File: config.mk
export PLATFORM = sky130hd
export DESIGN_NAME = tph_delay
export DESIGN_NICKNAME = d
export VERILOG_FILES = /design/src/rtl/tph_delay.sv
export SDC_FILE = /design/constraint.sdc
export NUM_CORES = 1
export LEC_CHECK = 0
export ABC_AREA = 1
export BUFFER_PORTS_ARGS = -buffer_cell sky130_fd_sc_hd__buf_2
export CAP_MARGIN = 40
export CELL_PAD_IN_SITES_DETAIL_PLACEMENT = 1
export CELL_PAD_IN_SITES_GLOBAL_PLACEMENT = 2
export CORE_MARGIN = 2
export CORE_UTILIZATION = 31
export DETAILED_ROUTE_END_ITERATION = 12
export PLACE_DENSITY_LB_ADDON = 0.1
export SYNTH_ARGS = -nofsm -noshare
export SYNTH_HDL_FRONTEND = slang
export SYNTH_SLANG_ARGS = --single-unit
File: constraint.sdc
create_clock -name clk -period 0.8 [get_ports clk]
set_input_delay 0 -clock clk [delete_from_list [all_inputs] [get_ports clk]]
set_output_delay 0 -clock clk [all_outputs]
set_load 0.05 [all_outputs]
File: src/rtl/tph_delay.sv
// Delay line: valid bit and side data matched to a datapath's latency.
`default_nettype none

module tph_delay #(
  parameter int W     = 8,
  parameter int DEPTH = 2
) (
  input  wire logic         clk,
  input  wire logic         rst_n,
  input  wire logic         en,
  input  wire logic         in_vld,
  input  wire logic [W-1:0] in_data,
  output      logic         out_vld,
  output      logic [W-1:0] out_data
);

  logic [DEPTH-1:0] vld_r;
  logic [W-1:0]     dat_r [DEPTH];

  always_ff @(posedge clk) begin
    if (!rst_n) begin
      vld_r <= '0;
    end else if (en) begin
      vld_r <= {vld_r[DEPTH-2:0], in_vld};
    end
  end

  always_ff @(posedge clk) begin
    if (en) begin
      dat_r[0] <= in_data;
      for (int i = 1; i < DEPTH; i++) begin
        dat_r[i] <= dat_r[i-1];
      end
    end
  end

  assign out_vld  = vld_r[DEPTH-1];
  assign out_data = dat_r[DEPTH-1];

endmodule

`default_nettype wire

# Word-level counts from Yosys, hierarchy flattened
# Memories as Yosys holds them, arrays and structs flattened.
# Cells that the tools add are included.
# classes
addsub	0
multipliers	0
div	0
magnitude_cmp	0
n_eq_ne	0
shifts	0
n_mux	2
bitwise_logic	0
n_reduce_logical	0
# ops
cell	count
$mux W1	2
# word_totals
register_bits	2
latch_bits	0
mem_bits_rw	16
mem_bits_ro	0
inputBits	12
output_inout_bits	9
word_cells	4
n_memories	1
# mem_list
memory	words	width	read_ports	rd_ports_with_merged_regs	write_ports	line	text
dat_r	2	8	2	0	2	18	logic [W-1:0] dat_r [DEPTH];

# Longest topological paths before layout
# logic_depth
word_depth	2
mapped_depth	4
depth_no_buf	4

# Worst setup path before layout
# Ideal clock, no wire load.
# synth_timing
path_type	reg-to-reg
start	register, netlist name vld_r[1]
end	register vld_r[1]
setup_time_ns	0.062
arrival_ns	0.822
required_time_ns	0.738
slack_ns	-0.084
path_stages_with_launch	3
n_path_buf	0
synth_period_minus_slack_ns	0.884
cell_sequence	dfxtp_1 > nor2_1 > nor2_2
# synth_rtl
item	line	text
end signal: assignment	24	vld_r <= {vld_r[DEPTH-2:0], in_vld};
end: declaration	17	logic [DEPTH-1:0] vld_r;

==> impl_results.md <==
- Status: complete, but fails checks
- Failing checks: setup timing
- Std-Cell Rows: 16
- Largest delay contributor family on the critical path: flip-flops
- Tmin final: 856.6 ps
- Number of max-cap violations: 0
- Total track usage: 8.837%
- Worst Setup Path Type: reg2out
- Max Fclk: 1.167 GHz
- Hold Crit Class: in2reg
- Initial DRC Count: 9
- Synth Warn #: 0
- Post-synthesis sequential element count: 18
- Least-Margin Pin Slew: 116.2 ps
- HPWL after detailed placement: 628.4 um
- H-tree depth: 1
- Number of diodes: 0
- DRC violations left: 0
- Buf+Inv Stages, Crit Path: 1
- First-pass GRT wire length: 1.518 mm
- Seq pwr share: 61.0%
- Critical Path, Cell by Cell: buf_6
- Final setup fails: 8
- CTS Buf Count: 3
- Post-Route Skew: 3.175 ps
- Placed Area: 723.2 um^2
- Nets: 76
- Mapped Cells: 36
- Fill cells: 205
- Slew headroom: 92.23%
- Post-Route WL: 870 um
- Int Pwr: 1.405 mW
- RSZ-0062 raised after global routing: yes
- Io pins: 21
- Synth unique cells: 7
- WP data arrival: 860 ps
- Setup WS post-layout: -56.62 ps
- Net Sw Power: 435.1 uW
- CTS sink count: 18
- Via density: 3.744
- Leakage Power: 0.3673 nW
- Clk Latency, worst-skew pair: 280 ps
- Drt wl/cell: 9.667 um
- Comb power frac: 15.4%
- Vias in the first global route: 362
- Synth Area per Inst: 17.24 um^2
- Mapped Nets: 48
- Worst setup SP type: register
- Peak supply drop: 0.8186 mV
- Finished Cell Area: 899.6 um^2
- Final core utilization: 46.81%
- Clock slew seen by the registers of the worst setup and hold paths: 100 ps
- Initial antenna violation count: 0
- Total gr overflow: 0
- Synth-to-layout area growth: 44.96%
- Antenna-violating nets left: 0
- Period utilization: 107.1%
- Via count: 337
- Worst path max stage delay: 410 ps
- Critical Path RT: 800 ps
- Die ar.: 0.002376 mm^2
- Share of cells above drive strength 1: 42.86%
- Synthesized area: 620.6 um^2
- Die H: 48.74 um
- Maximum root-to-sink buffer count: 2
- Starting Density: 32.29%
- CTS tree: yes
- Die Wd: 48.74 um
- Final Hold Fails: 0
- Drt first pass iters: 4
- CP max stage cell: edfxtp_1
- CTS Root Cell: clkbuf_4
- Core footprint: 0.001922 mm^2
- Worst Setup End Kind: output pin
- Sw frac: 23.64%
- Power per cell area: 2046 mW/mm^2
- Clk pwr share: 23.6%
- Largest net degree at the start of global routing: 15
- Commonest non-fill, non-tap cell in the layout: edfxtp_1
- Hold slack: 32.35 ps
- Slew Viols, Final: 0
- Most frequent cells in the layout: edfxtp_1 (16), buf_2 (11), dlygate4sd3_1 (9)
- Crit Path Max Fanout: 1
- IO buf count: 20
- Post-synthesis sequential area ratio: 83.87%
- GPL Wtd Cong: 0.6557
layer usage:
metal  wire [um]  up-vias  GRT usage [%]
li1            -      169              -
met1         359      152          8.961
met2         439       14          14.84
met3          60        2          3.704
met4          10        0          5.714
met5           0        -              0
flip-flops by register name (all words and copies together), names as in the netlist:
register and flops:
vld_r 2, dat_r 16
final cells by class:
cell class	count	area [um^2]	share of cell area, %
multi-input cells	8	32.53	3.616
clock inverters	1	3.754	0.4172
repair buffers	31	277.8	30.88
clock buffers	3	22.52	2.503
well taps	27	33.78	3.755
inverters	2	7.507	0.8345
flip-flops and latches	18	521.8	58.00
Yosys cell counts:
library cell / count / area [um^2]
buf_4: 8 / 60.06
dfxtp_1: 2 / 40.04
edfxtp_1: 16 / 480.5
inv_1: 2 / 7.510
nand2_1: 4 / 15.01
nor2_1: 3 / 11.26
nor2_2: 1 / 6.260
power groups by stage:
stage | Combinational (mW) | Clock, mW | Sequential, mW
2_1_floorplan | 0.148 | 0 | 1.15
3_3_place_gp | 0.208 | 0 | 1.13
3_5_place_dp | 0.214 | 0 | 1.14
4_1_cts | 0.283 | 0.454 | 1.12
5_1_grt | 0.298 | 0.499 | 1.13
6_report | 0.283 | 0.434 | 1.12
metrics by stage:
stage          total power [mW]  setup WS [ps]  instances  setup TNS (ps)
2_1_floorplan             1.294          82.49         36               0
3_3_place_gp              1.341          198.0         77               0
3_5_place_dp              1.352          184.8         77               0
4_1_cts                   1.861         -78.51         90          -432.1
5_1_grt                   1.930         -112.7         90          -709.3
6_report                  1.841         -56.62         90          -307.6
cell families (layout without fill, tap and decap cells):
group         after synthesis  count (layout)  share of synthesized area [%]
flops                      18              18                          83.87
buf+inv                    10              37                          10.89
simple gates                8               8                          5.242
worst paths after layout:
path,from,to,cells after the start,slack (ps)
worst min-delay path,in_vld,vld_r[0],5,30
worst max register to register,dat_r[0][6],dat_r[0][14],0,180
worst max-delay path,dat_r[0][9],out_data[1],1,-60
worst min register to register,dat_r[0][5],dat_r[0][13],0,420
repair_timing:
action,CTS,global route
hold endpoints to repair,10,0
pin swaps,0,0
gates resized for setup,18,1
endpoints found under the setup margin,9,9
hold buffers,9,0
setup buffers,0,0
Note: power is estimated with default switching activity, not from simulation.
